$ cat src/sdcpwm_pkg.sv
// Shared types and constants for the serial decimal command PWM block.
// No dependencies; used by every module in src.
package sdcpwm_pkg;

  localparam int unsigned ACC_W   = 17;
  localparam int unsigned DUTY_W  = 16;
  localparam int unsigned BYTE_W  = 8;
  localparam int unsigned MULT_W  = 20;

  localparam logic [ACC_W-1:0]  ACC_SAT    = 17'd65536;
  localparam logic [DUTY_W-1:0] DUTY_MAX   = 16'd65535;
  localparam logic [DUTY_W-1:0] STEP_RESET = 16'd25033;

  localparam logic [BYTE_W-1:0] CH_ZERO  = 8'h30;
  localparam logic [BYTE_W-1:0] CH_NINE  = 8'h39;
  localparam logic [BYTE_W-1:0] CH_LO_A  = 8'h61;
  localparam logic [BYTE_W-1:0] CH_UP_A  = 8'h41;
  localparam logic [BYTE_W-1:0] CH_LO_O  = 8'h6F;
  localparam logic [BYTE_W-1:0] CH_UP_O  = 8'h4F;
  localparam logic [BYTE_W-1:0] CH_K     = 8'h6B;
  localparam logic [BYTE_W-1:0] CH_CR    = 8'h0D;
  localparam logic [BYTE_W-1:0] CH_LF    = 8'h0A;
  localparam logic [BYTE_W-1:0] CH_DOT   = 8'h2E;
  localparam logic [BYTE_W-1:0] CH_NUL   = 8'h00;

  localparam logic OP_BYTE = 1'b0;
  localparam logic OP_TICK = 1'b1;

  localparam logic [1:0] BEAT_LAST = 2'd3;

  typedef enum logic [1:0] {
    RC_PIN = 2'd0,
    RC_DOT = 2'd1,
    RC_OK  = 2'd2
  } reply_code_t;

  typedef struct packed {
    logic        has_result;
    reply_code_t code;
    logic        pin;
  } reply_t;

endpackage

$ cat src/serial_decimal_command_dithered_pwm.sv
// Serial decimal command parser with dithered PWM output. Top level.
// A request reaches the input register at acceptance; when it advances, its result
// is loaded into the result register, which presents it on the output.
// Throughput: one tick per cycle while each result is taken at once; an 'a'/'o' command
// holds the result register for four output beats, '.' for one. Digits produce no result
// and never wait in the input register.
// Reset (rst, synchronous): accumulator, duty, phase cleared; phase_step = 25033.
module serial_decimal_command_dithered_pwm import sdcpwm_pkg::*; (
  input  logic              clk,
  input  logic              rst,
  input  logic              in_valid,
  output logic              in_ready,
  input  logic              operation,
  input  logic [BYTE_W-1:0] rx_byte,
  input  logic              cfg_valid,
  output logic              cfg_ready,
  input  logic [DUTY_W-1:0] cfg_data,
  output logic              out_valid,
  input  logic              out_ready,
  output logic              kind,
  output logic [BYTE_W-1:0] tx_byte,
  output logic              pin_level,
  output logic              last
);

  logic              in_v;
  logic              in_op;
  logic [BYTE_W-1:0] in_byte;
  logic [DUTY_W-1:0] phase_step;
  reply_t            reply;
  logic              em_free;
  logic              advance;

  assign cfg_ready = 1'b1;
  assign advance   = in_v && (!reply.has_result || em_free);
  assign in_ready  = !in_v || advance;

  always_ff @(posedge clk) begin
    if (rst) begin
      in_v       <= 1'b0;
      phase_step <= STEP_RESET;
    end else begin
      if (in_valid && in_ready) begin
        in_v <= 1'b1;
      end else if (advance) begin
        in_v <= 1'b0;
      end
      if (cfg_valid && cfg_ready) begin
        phase_step <= cfg_data;
      end
    end
  end

  always_ff @(posedge clk) begin
    if (in_valid && in_ready) begin
      in_op   <= operation;
      in_byte <= rx_byte;
    end
  end

  sdcpwm_parser u_parser (
    .clk        (clk),
    .rst        (rst),
    .fire       (advance),
    .operation  (in_op),
    .rx_byte    (in_byte),
    .phase_step (phase_step),
    .reply      (reply)
  );

  sdcpwm_emitter u_emitter (
    .clk       (clk),
    .rst       (rst),
    .load      (advance && reply.has_result),
    .reply     (reply),
    .free      (em_free),
    .out_valid (out_valid),
    .out_ready (out_ready),
    .kind      (kind),
    .tx_byte   (tx_byte),
    .pin_level (pin_level),
    .last      (last)
  );

  // a tick always ends its own reply in one beat
  assert property (@(posedge clk) disable iff (rst)
    out_valid && kind |-> last && (tx_byte == CH_NUL))
    else $error("pin result not a single beat");

  // a held request with a result never advances while the result register is busy
  assert property (@(posedge clk) disable iff (rst)
    advance && reply.has_result |-> em_free)
    else $error("result register overwritten");

  // an accepted request is held in the input register next cycle
  assert property (@(posedge clk) disable iff (rst)
    in_valid && in_ready |=> in_v)
    else $error("accepted request lost");

  // an unfinished multi-beat reply keeps the output valid
  assert property (@(posedge clk) disable iff (rst)
    out_valid && out_ready && !last |=> out_valid && !kind)
    else $error("reply burst cut short");

endmodule

$ cat src/sdcpwm_parser.sv
// Command parser and PWM state: accumulator, duty value, phase counter.
// Depends on sdcpwm_pkg.
module sdcpwm_parser import sdcpwm_pkg::*; (
  input  logic              clk,
  input  logic              rst,
  input  logic              fire,
  input  logic              operation,
  input  logic [BYTE_W-1:0] rx_byte,
  input  logic [DUTY_W-1:0] phase_step,
  output reply_t            reply
);

  logic [ACC_W-1:0]  acc, acc_next;
  logic [DUTY_W-1:0] duty, duty_next;
  logic [DUTY_W-1:0] phase, phase_next;
  logic [MULT_W-1:0] acc_x10;
  logic [DUTY_W:0]   wrap_sum;
  logic              is_digit, is_a, is_o;

  assign is_digit = (rx_byte >= CH_ZERO) && (rx_byte <= CH_NINE);
  assign is_a     = (rx_byte == CH_LO_A) || (rx_byte == CH_UP_A);
  assign is_o     = (rx_byte == CH_LO_O) || (rx_byte == CH_UP_O);

  // times ten as two shifts, plus the digit
  assign acc_x10 = ({3'b000, acc} << 3) + ({3'b000, acc} << 1)
                 + MULT_W'(rx_byte - CH_ZERO);
  // 65535 - step is ~step; modulo 65535 wrap when counter < step
  assign wrap_sum = {1'b0, phase} + {1'b0, ~phase_step};

  always_comb begin
    acc_next   = acc;
    duty_next  = duty;
    phase_next = phase;
    reply      = '{has_result: 1'b1, code: RC_DOT, pin: 1'b0};
    if (operation == OP_TICK) begin
      reply.code = RC_PIN;
      reply.pin  = (phase < duty);
      if (phase >= phase_step) begin
        phase_next = phase - phase_step;
      end else begin
        phase_next = wrap_sum[DUTY_W-1:0];
      end
    end else if (is_digit) begin
      reply.has_result = 1'b0;
      acc_next = (acc_x10 > MULT_W'(ACC_SAT)) ? ACC_SAT : acc_x10[ACC_W-1:0];
    end else if (is_a) begin
      reply.code = RC_OK;
      duty_next  = (acc > ACC_W'(DUTY_MAX)) ? DUTY_MAX : acc[DUTY_W-1:0];
      acc_next   = '0;
    end else if (is_o) begin
      reply.code = RC_OK;
      duty_next  = '0;
      acc_next   = '0;
    end
  end

  always_ff @(posedge clk) begin
    if (rst) begin
      acc   <= '0;
      duty  <= '0;
      phase <= '0;
    end else if (fire) begin
      acc   <= acc_next;
      duty  <= duty_next;
      phase <= phase_next;
    end
  end

endmodule

$ cat src/sdcpwm_emitter.sv
// Result register and reply sequencer: one beat for pin or '.', four for "ok\r\n".
// Depends on sdcpwm_pkg.
module sdcpwm_emitter import sdcpwm_pkg::*; (
  input  logic              clk,
  input  logic              rst,
  input  logic              load,
  input  reply_t            reply,
  output logic              free,
  output logic              out_valid,
  input  logic              out_ready,
  output logic              kind,
  output logic [BYTE_W-1:0] tx_byte,
  output logic              pin_level,
  output logic              last
);

  logic        res_valid;
  reply_code_t code;
  logic        pin;
  logic [1:0]  beat;
  logic        done;

  assign out_valid = res_valid;
  assign done      = res_valid && out_ready && last;
  assign free      = !res_valid || done;

  always_comb begin
    kind      = 1'b0;
    tx_byte   = CH_NUL;
    pin_level = 1'b0;
    last      = 1'b1;
    unique case (code)
      RC_PIN: begin
        kind      = 1'b1;
        pin_level = pin;
      end
      RC_DOT: tx_byte = CH_DOT;
      RC_OK: begin
        last = (beat == BEAT_LAST);
        unique case (beat)
          2'd0:    tx_byte = CH_LO_O;
          2'd1:    tx_byte = CH_K;
          2'd2:    tx_byte = CH_CR;
          default: tx_byte = CH_LF;
        endcase
      end
      default: tx_byte = CH_DOT;
    endcase
  end

  always_ff @(posedge clk) begin
    if (rst) begin
      res_valid <= 1'b0;
      beat      <= '0;
    end else if (load) begin
      res_valid <= 1'b1;
      beat      <= '0;
    end else if (done) begin
      res_valid <= 1'b0;
    end else if (res_valid && out_ready) begin
      beat <= beat + 2'd1;
    end
  end

  always_ff @(posedge clk) begin
    if (load) begin
      code <= reply.code;
      pin  <= reply.pin;
    end
  end

endmodule
$ cat config.mk
export PLATFORM = sky130hd
export DESIGN_NAME = serial_decimal_command_dithered_pwm
export DESIGN_NICKNAME = d
export VERILOG_FILES = /design/src/sdcpwm_pkg.sv /design/src/serial_decimal_command_dithered_pwm.sv /design/src/sdcpwm_parser.sv /design/src/sdcpwm_emitter.sv
export SDC_FILE = /design/constraint.sdc
export NUM_CORES = 1
export LEC_CHECK = 0
export BUFFER_PORTS_ARGS = -buffer_cell sky130_fd_sc_hd__buf_2
export CAP_MARGIN = 20
export CORE_UTILIZATION = 40
export CTS_CLUSTER_SIZE = 24
export DETAILED_ROUTE_END_ITERATION = 10
export GPL_TIMING_DRIVEN = 1
export PLACE_DENSITY = 0.57
export SLEW_MARGIN = 30
export SYNTH_ARGS = -nofsm -noshare
export SYNTH_HDL_FRONTEND = slang
export SYNTH_SLANG_ARGS = --single-unit
$ cat constraint.sdc
create_clock -name clk -period 6.1 [get_ports clk]
set_input_delay 0 -clock clk [delete_from_list [all_inputs] [get_ports clk]]
set_output_delay 0 -clock clk [all_outputs]
set_load 0.02 [all_outputs]
-- Word-level counts from Yosys, hierarchy flattened
Index checks and enable logic that the tools add are counted.
- output and inout port bits: 14
- bits in registers: 81
- logic and storage cells: 84
- input port bits: 30
- reductions and logical operators: 26
- equal/unequal tests: 8
- $lt $le $gt $ge: 6
- muxes and demuxes: 22
- add/sub/neg operators: 6
- bitwise logic cells: 4
- operators by type and width (cell ; number):
    17-bit 2-to-1 mux ; 4
    16-bit 2-to-1 mux ; 4
    8-bit by 7-bit == test with 1-bit output, second input constant ; 4
    7-bit one-hot mux with 3 select lines ; 1
    20-bit by 18-bit adder with 20-bit output ; 1
    20-bit adder ; 1
    20-bit by 17-bit greater-than comparator with 1-bit output, second input constant ; 1
    17-bit by 16-bit greater-than comparator with 1-bit output, second input constant ; 1
    16-bit adder ; 1
    16-bit >= comparator ; 1
    16-bit < comparator ; 1
    16-bit NOT ; 1
    8-bit one-hot mux with 2 select lines ; 1
    16-bit subtractor ; 1
    1-bit 2-to-1 mux ; 10
    8-bit by 6-bit subtractor with 9-bit output, second input constant ; 1
    8-bit by 6-bit >= comparator with 1-bit output, second input constant ; 1
    8-bit by 6-bit less-or-equal comparator with 1-bit output, second input constant ; 1
    2-bit == test, second input constant ; 3
    1-bit logical AND ; 6
    2-bit nonzero test ; 3
    1-bit logical OR ; 5
    2-bit zero test ; 2
    2-bit 2-to-1 mux ; 2
    9 further kinds ; 15

-- Depth between registers and ports, before layout
Gate-level depths: netlist (run 1).
- depth in word-level cells: 10
- mapped depth: 15
- mapped depth without buffers: 15

-- Cells and area by module
Synthesis (run 1) repeated with hierarchy kept, for this count alone.
- cell total of the unflattened synthesis: 694
- area, all modules: 5982.0 sq um
- modules (own cells, without submodules) (module ; cells an instance ; seq. area each (sq um) ; area each (sq um) ; times used):
    sdcpwm_parser ; 582 ; 980.9 ; 4657.0 ; 1
    serial_decimal_command_dithered_pwm ; 71 ; 610.6 ; 943.4 ; 1
    sdcpwm_emitter ; 41 ; 150.1 ; 381.6 ; 1

-- Worst setup path after synthesis (run 1)
Ideal clock, no wire load.
- kind: flip-flop to flip-flop
- from: register in_byte[4]
- to: register u_parser.acc[10]
- buffers on the path: 1
- stages on the path, launching flop included: 14
- library setup time: 0.117 ns
- data required time: 5.983 ns
- path slack: 1.517 ns
- arrival time: 4.465 ns
- clock period less this slack: 4.583 ns
- cell sequence: edfxtp_1 ha_1 nor3_1 fa_1 ha_1 o21ai_0 o2bb2ai_1 a211oi_1 a21oi_2 o31ai_1 xor2_1 nor3_4 buf_6 a32o_1
- cells in the longest elaborated chain, start to end: 8
- elaborated cells on any way between the ends: 22
- those cells by class: add/sub (2); order compare (3); eq/ne (4); mux (5); reduce/logical (8)
- ends and longest elaborated chain (what ; RTL line ; text):
    start, declared ; serial_decimal_command_dithered_pwm.sv:28 ; logic [BYTE_W-1:0] in_byte;
    start signal, assigned ; serial_decimal_command_dithered_pwm.sv:57 ; in_byte <= rx_byte;
    branches (longest 8 deep; another with 20-bit adder) ; n/a ;
    end signal, assigned ; sdcpwm_parser.sv:63 ; acc <= acc_next;
    end, declared ; sdcpwm_parser.sv:13 ; logic [ACC_W-1:0] acc, acc_next;
Several ways; the timed one is not identified.
A chain may end at the register's enable or synchronous reset.

-- Worst setup path in the final report (run 1)
- from: register in_byte[4]
- to: register u_parser.acc[3]
Same word-level chain as after synthesis.

==> reports/metrics.cfg, run 1 <==
[place]
dp_hpwl_mm = 10.6
place.gp.congestion = 0.945
placement.io_buffers = 40
place_inst = 886

[routing]
postRouteAntennaNets = 0
vias_per_cell = 5.47
drt_iter0_markers = 327
routed-via-count = 5069
route.detailed.drc = 0
dr.pass1.iters = 5
wl_per_cell_um = 14.9
wl_mm = 13.9

[logic_synthesis]
synth_edf_count = 12
syn_area_mm2 = 0.00586
synth_warnings = 0
ys_seq_area_frac = 0.297
synth.area.top_cells = dfxtp_1 24%, ha_1 13%, fa_1 6.2%
ys_types = 69
synthArstFlopShare = 0
synth.largest_area_cell = dfxtp_1
yosysTopAreaCellShare = 0.236
synth-main-ff-cell = dfxtp_1
netlist_instances = 690
syn_area_per_cell_um2 = 8.49
ys_ff_latch = 81

[setup_path]
cp_max_fo = 16
critPathTopFamily = compound AO/OA/AOI/OAI gates
crit_path_cell_trace = ha_1 -> nor3_2 -> buf_4 -> fa_1 -> ha_1 -> o21ai_0 -> o2bb2ai_1 -> a211oi_1 -> a21oi_2 -> o31ai_1 -> xor2_1 -> nor3_4 -> a32o_2
cp_common_cell = ha_1
crit_buf_inv = 1
arrival_ps = 4350
critPathCaptureType = flip-flop
rrSetupSlack_ps = 2030
cp-start-kind = flip-flop
cp.required_ps = 6380
criticalPathCategory = reg -> reg
max_stage_delay_ps = 530
cpMaxStageDelayCell = nor3_4

[grt]
grt_overflow = 0
grt_pass1_wl_mm = 23.2
grt_util_all_layers = 0.198
grt_pass1_vias = 4947
grt_max_degree = 52
antenna_found_initial = 0

[die]
die-area_mm2 = 0.0151
fp-row-count = 43
core-area_mm2 = 0.0141
io_pins = 44
dieWidth_um = 123
start_util = 0.415
die_h_um = 123

[timing]
fmax_mhz = 246
finalSetupViolCount = 0
hold_viol_final = 0
slew_viol_final = 0
fin_setup_tns_ps = 0
worst_slew_pin_slew_ps = 818
relSlewSlack = 0.453
min_period_ps = 4070
rsz0062_at_grt = false
finClkSkew_ps = 8.90
finalCritPeriodShare = 0.667

[power_and_ir_drop]
power_leakage_nw = 2.94
p_sw_frac = 0.280
p_clk_frac = 0.382
comb_power_share = 0.183
ir_drop_uv = 159
power_switching_uw = 372
internal_power_uw = 958
power_density_mw_per_mm2 = 198
power_frac_seq = 0.435

[cts]
cts_tree = yes
root_buffer = clkbuf_16
htreeDepth = 3
numCtsBuffers = 9
clock-sinks = 81
cts_setup_buffers = 0
cts.path.max_buffers = 2
clk_pin_slew_worst_paths_ps = 60
insertion_delay_ps = 350

[finish]
final_common_cell = nor2_1
final_cell_mix = 77 x nor2_1, 69 x dfxtp_1, 65 x inv_1
drive_above_1_share = 0.108
instances_no_fill = 927
num-fill-cells = 1340
fin_nets = 851
syn_to_final_growth_pct = 14.8
diodes = 0

[min_path]
hold_path_class = in -> reg

[run_status]
status = complete, no violations

[job]
cap_violations = 0

per-layer routing:
layer | wire [µm] | track usage | share of wire
met3 | 685 | 0.0434 | 0.049
met1 | 6450 | 0.246 | 0.47
met2 | 6490 | 0.340 | 0.47
met4 | 227 | 0.0587 | 0.016
met5 | 0 | 0 | 0
synth_stat cells (3+ instances only):
cell,count
o21bai_1,5
buf_4,3
dfxtp_1,69
a31oi_1,5
xor2_1,12
nor4b_1,3
or2_2,3
fa_1,18
nand4b_1,3
o21a_1,4
mux2i_1,10
clkbuf_1,18
ha_1,60
a211oi_1,7
o211ai_1,10
nand2b_1,4
nor3_1,7
and3_1,5
xnor2_1,15
nor2_1,77
nand2_1,57
o21ai_0,35
inv_1,65
a32o_2,4
and2_1,6
edfxtp_1,12
a21oi_2,3
nand3_1,14
buf_2,4
nor2b_1,6
a211o_1,3
o31ai_1,4
a21oi_1,63
a21o_1,16
nand4_1,4
a32o_1,12
power groups by stage:
| stage | combinational (mW) | clock [mW] | sequential, mW |
|---|---|---|---|
| floorplan | 0.173 | 0 | 0.584 |
| global placement | 0.225 | 0 | 0.589 |
| detailed placement | 0.228 | 0 | 0.590 |
| CTS | 0.243 | 0.524 | 0.578 |
| global route | 0.274 | 0.548 | 0.580 |
| finish | 0.243 | 0.508 | 0.578 |
state kept, by name (all words and copies together) (netlist names):
register and cells:
in_v 1, u_emitter.code 2, u_emitter.pin 1, u_parser.duty 16, u_emitter.beat 2, u_parser.acc 17, u_emitter.out_valid 1, in_byte 8
u_parser.phase 16, in_op 1, phase_step 16
through the flow:
stage / utilization / power, mW / setup WS [ps] / hold WS [ps] / cell area, µm²
after floorplan: - / 0.757 / 1520 / 98.9 / 5860
after detailed placement: 0.439 / 0.817 / 2050 / 178 / 6190
after global routing: 0.477 / 1.40 / 1690 / 110 / 6720
after global placement: 0.439 / 0.814 / 2180 / 179 / 6180
after CTS: 0.477 / 1.34 / 2040 / 73.8 / 6720
final: 0.477 / 1.33 / 2030 / 82.1 / 6720
final timing paths:
| check | cells past startpoint | start | end |
|---|---|---|---|
| hold reg to reg | 2 | u_parser.duty[11]$_SDFFE_PP0P_ | u_parser.duty[11]$_SDFFE_PP0P_ |
| setup reg to reg | 13 | in_byte[4]$_DFFE_PP_ | u_parser.acc[3]$_SDFFE_PP0P_ |
| hold / removal | 4 | out_ready | u_emitter.beat[0]$_SDFFE_PP0P_ |
| setup / recovery | 13 | in_byte[4]$_DFFE_PP_ | u_parser.acc[3]$_SDFFE_PP0P_ |
cell families (layout without fill, tap and decap cells):
kind of cell               count (synthesis)  after routing  synth area share
buffers and inverters                     93            149            0.0637
xor gates and xnor gates                  27             27            0.0404
muxes                                     11             11            0.0194
other                                      2              3           0.00128
adders and majority gates                 78             78             0.190
AOI/OAI and AO/OA                        192            192             0.217
and+or+nand+nor                          206            206             0.171
DFF                                       81             81             0.297
worst register-to-register path, delay by kind of cell, from the launching register on:
kind	cells	cell delay [ps]
AOI/OAI and AO/OA	6	1380
xor gates and xnor gates	1	160
adders and majority gates	3	1100
buffers and inverters	1	240
DFF	1	490
and+or+nand+nor	2	650
area by class of cell:
| type | count | area (µm²) | share of cell area |
|---|---|---|---|
| inverters | 65 | 244 | 0.0363 |
| multi-input cells | 517 | 3760 | 0.559 |
| flip-flops and latches | 81 | 1740 | 0.259 |
| repair buffers | 69 | 483 | 0.0718 |
| clock inverters | 3 | 16.3 | 0.00242 |
| clock buffers | 12 | 256 | 0.0381 |
| well taps | 180 | 225 | 0.0335 |
repair_timing:
action,4_1_cts,5_1_grt
resized for setup,0,0
hold buffers,26,0
endpoints found under the setup margin,0,0
hold endpoints to repair,26,0
Power figures use the tool's default switching activity.
==> run 2: changes to the inputs <==
--- a/config.mk
+++ b/config.mk
@@ -5,13 +5,14 @@
 export SDC_FILE = /design/constraint.sdc
 export NUM_CORES = 1
 export LEC_CHECK = 0
+export ABC_AREA = 1
 export BUFFER_PORTS_ARGS = -buffer_cell sky130_fd_sc_hd__buf_2
 export CAP_MARGIN = 20
 export CORE_UTILIZATION = 40
 export CTS_CLUSTER_SIZE = 24
 export DETAILED_ROUTE_END_ITERATION = 10
 export GPL_TIMING_DRIVEN = 1
-export PLACE_DENSITY = 0.57
+export PLACE_DENSITY = 0.59
 export SLEW_MARGIN = 30
 export SYNTH_ARGS = -nofsm -noshare
 export SYNTH_HDL_FRONTEND = slang
==> constraint.sdc (replaced) <==
create_clock -name clk -period 3.4 [get_ports clk]
set_input_delay 0 -clock clk [delete_from_list [all_inputs] [get_ports clk]]
set_output_delay 0 -clock clk [all_outputs]
set_load 0.02 [all_outputs]
==> run 2 against run 1 <==
Effect of this change: maximum frequency increased by 24%; die area increased by 13%; synthesized area increased by 13%; utilization increased by 2.3 points; critical path depth increased by 4; global-route usage increased by 0.75 points; sequential power increased by 80%; combinational power increased to 2.6 times the previous value; first-iteration DRC count increased by 4.3%; clock-buffer cell count decreased by 3.
==> reports/metrics.cfg, run 2 <==
[finish]
final_common_cell = nand2_1
drive_above_1_share = 0.138  ; +0.0295
diodes = 0  ; unchanged
fin_util = 0.500  ; +0.0232
largest_reg_flops = 17  ; unchanged
fin_nets = 1140  ; +34%
largest_register = u_parser.acc
fin_area_mm2 = 0.00800  ; +19%
syn_to_final_growth_pct = 21.0
instances_no_fill = 1253  ; +35%
final_cell_mix = 182 x nand2_1, 158 x inv_1, 91 x a21oi_1
num-fill-cells = 1670  ; +25%

[routing]
wl_mm = 16.9  ; +22%
routed-via-count = 6137  ; +21%
drt_iter0_markers = 341  ; +4.3%
vias_per_cell = 4.90  ; -10%
route.detailed.drc = 0  ; unchanged
postRouteAntennaNets = 0  ; unchanged
wl_per_cell_um = 13.5  ; -9.8%
dr.pass1.iters = 5  ; unchanged

[grt]
antenna_found_initial = 0  ; unchanged
grt_overflow = 0  ; unchanged
grt_pass1_vias = 5793  ; +17%
grt_pass1_wl_mm = 27.3  ; +18%
grt_max_degree = 53  ; +1.9%
grt_util_all_layers = 0.205  ; +0.00754

[place]
place.gp.congestion = 0.916  ; -3.0%
placed_area_mm2 = 0.00704  ; +14%
placement.io_buffers = 40  ; unchanged
place_inst = 1206  ; +36%
dp_hpwl_mm = 12.4  ; +17%

[die]
fp-row-count = 46  ; +7.0%
io_pins = 44  ; unchanged
die_h_um = 131  ; +6.2%
dieWidth_um = 131  ; +6.2%
die-area_mm2 = 0.0171  ; +13%
start_util = 0.414  ; -0.00190
core-area_mm2 = 0.0160  ; +14%

[setup_path]
critPathLaunch = in_byte[4]$_DFFE_PP_
rrSetupSlack_ps = 110  ; -1920 ps
critPathCaptureType = flip-flop
crit_path_cell_trace = ha_4 -> nor2_2 -> buf_12 -> fa_1 -> ha_4 -> nand2_1 -> inv_1 -> nand2_1 -> nand2_1 -> nand2_1 -> nand3_1 -> a21oi_2 -> xor2_2 -> buf_4 -> buf_4 -> o21ai_1 -> a21oi_1
cp_common_cell = nand2_1
cpMaxStageDelayCell = edfxtp_1
cp.required_ps = 3680  ; -2700 ps
cp-endpoint = u_parser.acc[16]$_SDFFE_PP0P_
r2r-end = u_parser.acc[16]$_SDFFE_PP0P_
rr_worst_depth = 17  ; +4
criticalPathCategory = reg -> reg
cp_max_fo = 12  ; -4
cp-start-kind = flip-flop
rr_startpoint = in_byte[4]$_DFFE_PP_
arrival_ps = 3570  ; -780 ps
max_stage_delay_ps = 460  ; -70 ps

[logic_synthesis]
synth.largest_area_cell = dfxtp_1
ys_seq_area_frac = 0.263  ; -0.0342
synth_warnings = 0  ; unchanged
synth_edf_count = 12  ; unchanged
syn_area_mm2 = 0.00662  ; +13%
ys_types = 41  ; -41%
synthArstFlopShare = 0  ; unchanged
netlist_instances = 966  ; +40%
synth.area.top_cells = dfxtp_1 21%, ha_1 11%, nand2_1 11%
synthTopCellsByCount = 196 x nand2_1, 160 x inv_1, 98 x a21oi_1
syn_area_per_cell_um2 = 6.85  ; -19%
synth-main-ff-cell = dfxtp_1
yosysMostFrequentCell = nand2_1
yosysTopAreaCellShare = 0.209  ; -0.0271
ys_ff_latch = 81  ; unchanged

[timing]
hold_slack_ps = 39.0  ; -43.2 ps
finClkSkew_ps = 8.96  ; +0.0666 ps
finalSetupViolCount = 0  ; unchanged
finalCritPeriodShare = 0.967  ; +0.300
min_period_ps = 3290  ; -780 ps
fmax_mhz = 304  ; +24%
worst_slew_pin_slew_ps = 603  ; -215 ps
hold_viol_final = 0  ; unchanged
slew_viol_final = 0  ; unchanged
relSlewSlack = 0.598  ; +0.144

[cts]
cts_tree = yes
clock-sinks = 81  ; unchanged
root_buffer = clkbuf_16
cts.path.max_buffers = 2  ; unchanged
numCtsBuffers = 9  ; unchanged
htreeDepth = 3  ; unchanged
insertion_delay_ps = 340  ; about the same
clk_pin_slew_worst_paths_ps = 60  ; about the same

[power_and_ir_drop]
power_leakage_nw = 3.77  ; +28%
comb_power_share = 0.232  ; +0.049
p_clk_frac = 0.388  ; +0.006
power_density_mw_per_mm2 = 341  ; +72%
internal_power_mw = 1.90  ; +98%
power_switching_uw = 827  ; +120%
ir_drop_uv = 243  ; +53%
power_frac_seq = 0.381  ; -0.054
p_sw_frac = 0.303  ; +0.0236

[min_path]
hold_path_class = in -> reg

[job]
cap_violations = 0  ; unchanged

[run_status]
status = complete, no violations

==> run 2: timing repair <==
item                                    4_1_cts  5_1_grt
hold buffers                                 27        0
pin swaps                                     1       16
gates resized for setup                       2       67
hold endpoints to repair                     28        0
buffers inserted                              0        1
endpoints found under the setup margin        1       17
cloned                                        1        2
==> run 2: metal layers <==
layer | routed length, µm | global-route usage | up-vias | part of all wire
met5 | 0 | 0 | - | 0
met4 | 228 | 0.0473 | 0 | 0.014
met3 | 448 | 0.0366 | 16 | 0.027
met2 | 8300 | 0.370 | 82 | 0.49
met1 | 7900 | 0.252 | 2775 | 0.47
li1 | - | - | 3264 | -
==> run 2: metrics by stage <==
stage	TNS, ps	total power [mW]	worst slack, ps
final	0	2.73	111
after global routing	-566	2.88	-60.1
after CTS	0	2.70	10.1
after detailed placement	0	1.61	7.23
after global placement	0	1.61	14.2
after floorplan	0	1.47	37.2
==> run 2: worst min path at each step <==
stage	depth (start not counted)	end	startpoint	slack, ps
2_1_floorplan	0	in_byte[0]$_DFFE_PP_	rx_byte[0]	100
3_3_place_gp	1	in_byte[6]$_DFFE_PP_	rx_byte[6]	180
3_5_place_dp	1	in_byte[1]$_DFFE_PP_	rx_byte[1]	180
4_1_cts	2	phase_step[13]$_SDFFE_PP1P_	cfg_valid	30
5_1_grt	2	phase_step[13]$_SDFFE_PP1P_	cfg_valid	50
6_report	2	phase_step[7]$_SDFFE_PP1P_	cfg_valid	40
==> run 2: final cells by class <==
cell class	instances	area, µm²	share of cell area
sequential	81	1740	0.218
timing repair buffer	79	577	0.0721
inverter	162	608	0.0760
multi-input combinational	699	4490	0.561
clock inverter	7	95.1	0.0119
tap	216	270	0.0338
clock buffer	9	225	0.0281
==> run 2: cell families after synthesis <==
kind of cell | share of synthesized area
buf+inv | 0.114
flops | 0.263
simple gates | 0.240
other cells | 0.00114
fa+ha+maj | 0.168
compound gates | 0.172
xor+xnor | 0.0424
==> run 2: critical path: cells and delay by family, from the launching register on <==
kind / cells / cell delay [ps]
adder cells (fa/ha/maj): 3 / 940
AND/OR/NAND/NOR: 6 / 620
buffers and inverters: 4 / 540
flip-flops: 1 / 460
AO/OA/AOI/OAI: 3 / 380
XOR/XNOR: 1 / 240
==> run 2: power by group through the flow <==
| stage | sequential [mW] | combinational (mW) | clock [mW] |
|---|---|---|---|
| after floorplan | 1.05 | 0.422 | 0 |
| after global placement | 1.06 | 0.551 | 0 |
| after detailed placement | 1.06 | 0.551 | 0 |
| after CTS | 1.04 | 0.582 | 1.08 |
| after global routing | 1.04 | 0.712 | 1.12 |
| final | 1.04 | 0.631 | 1.06 |
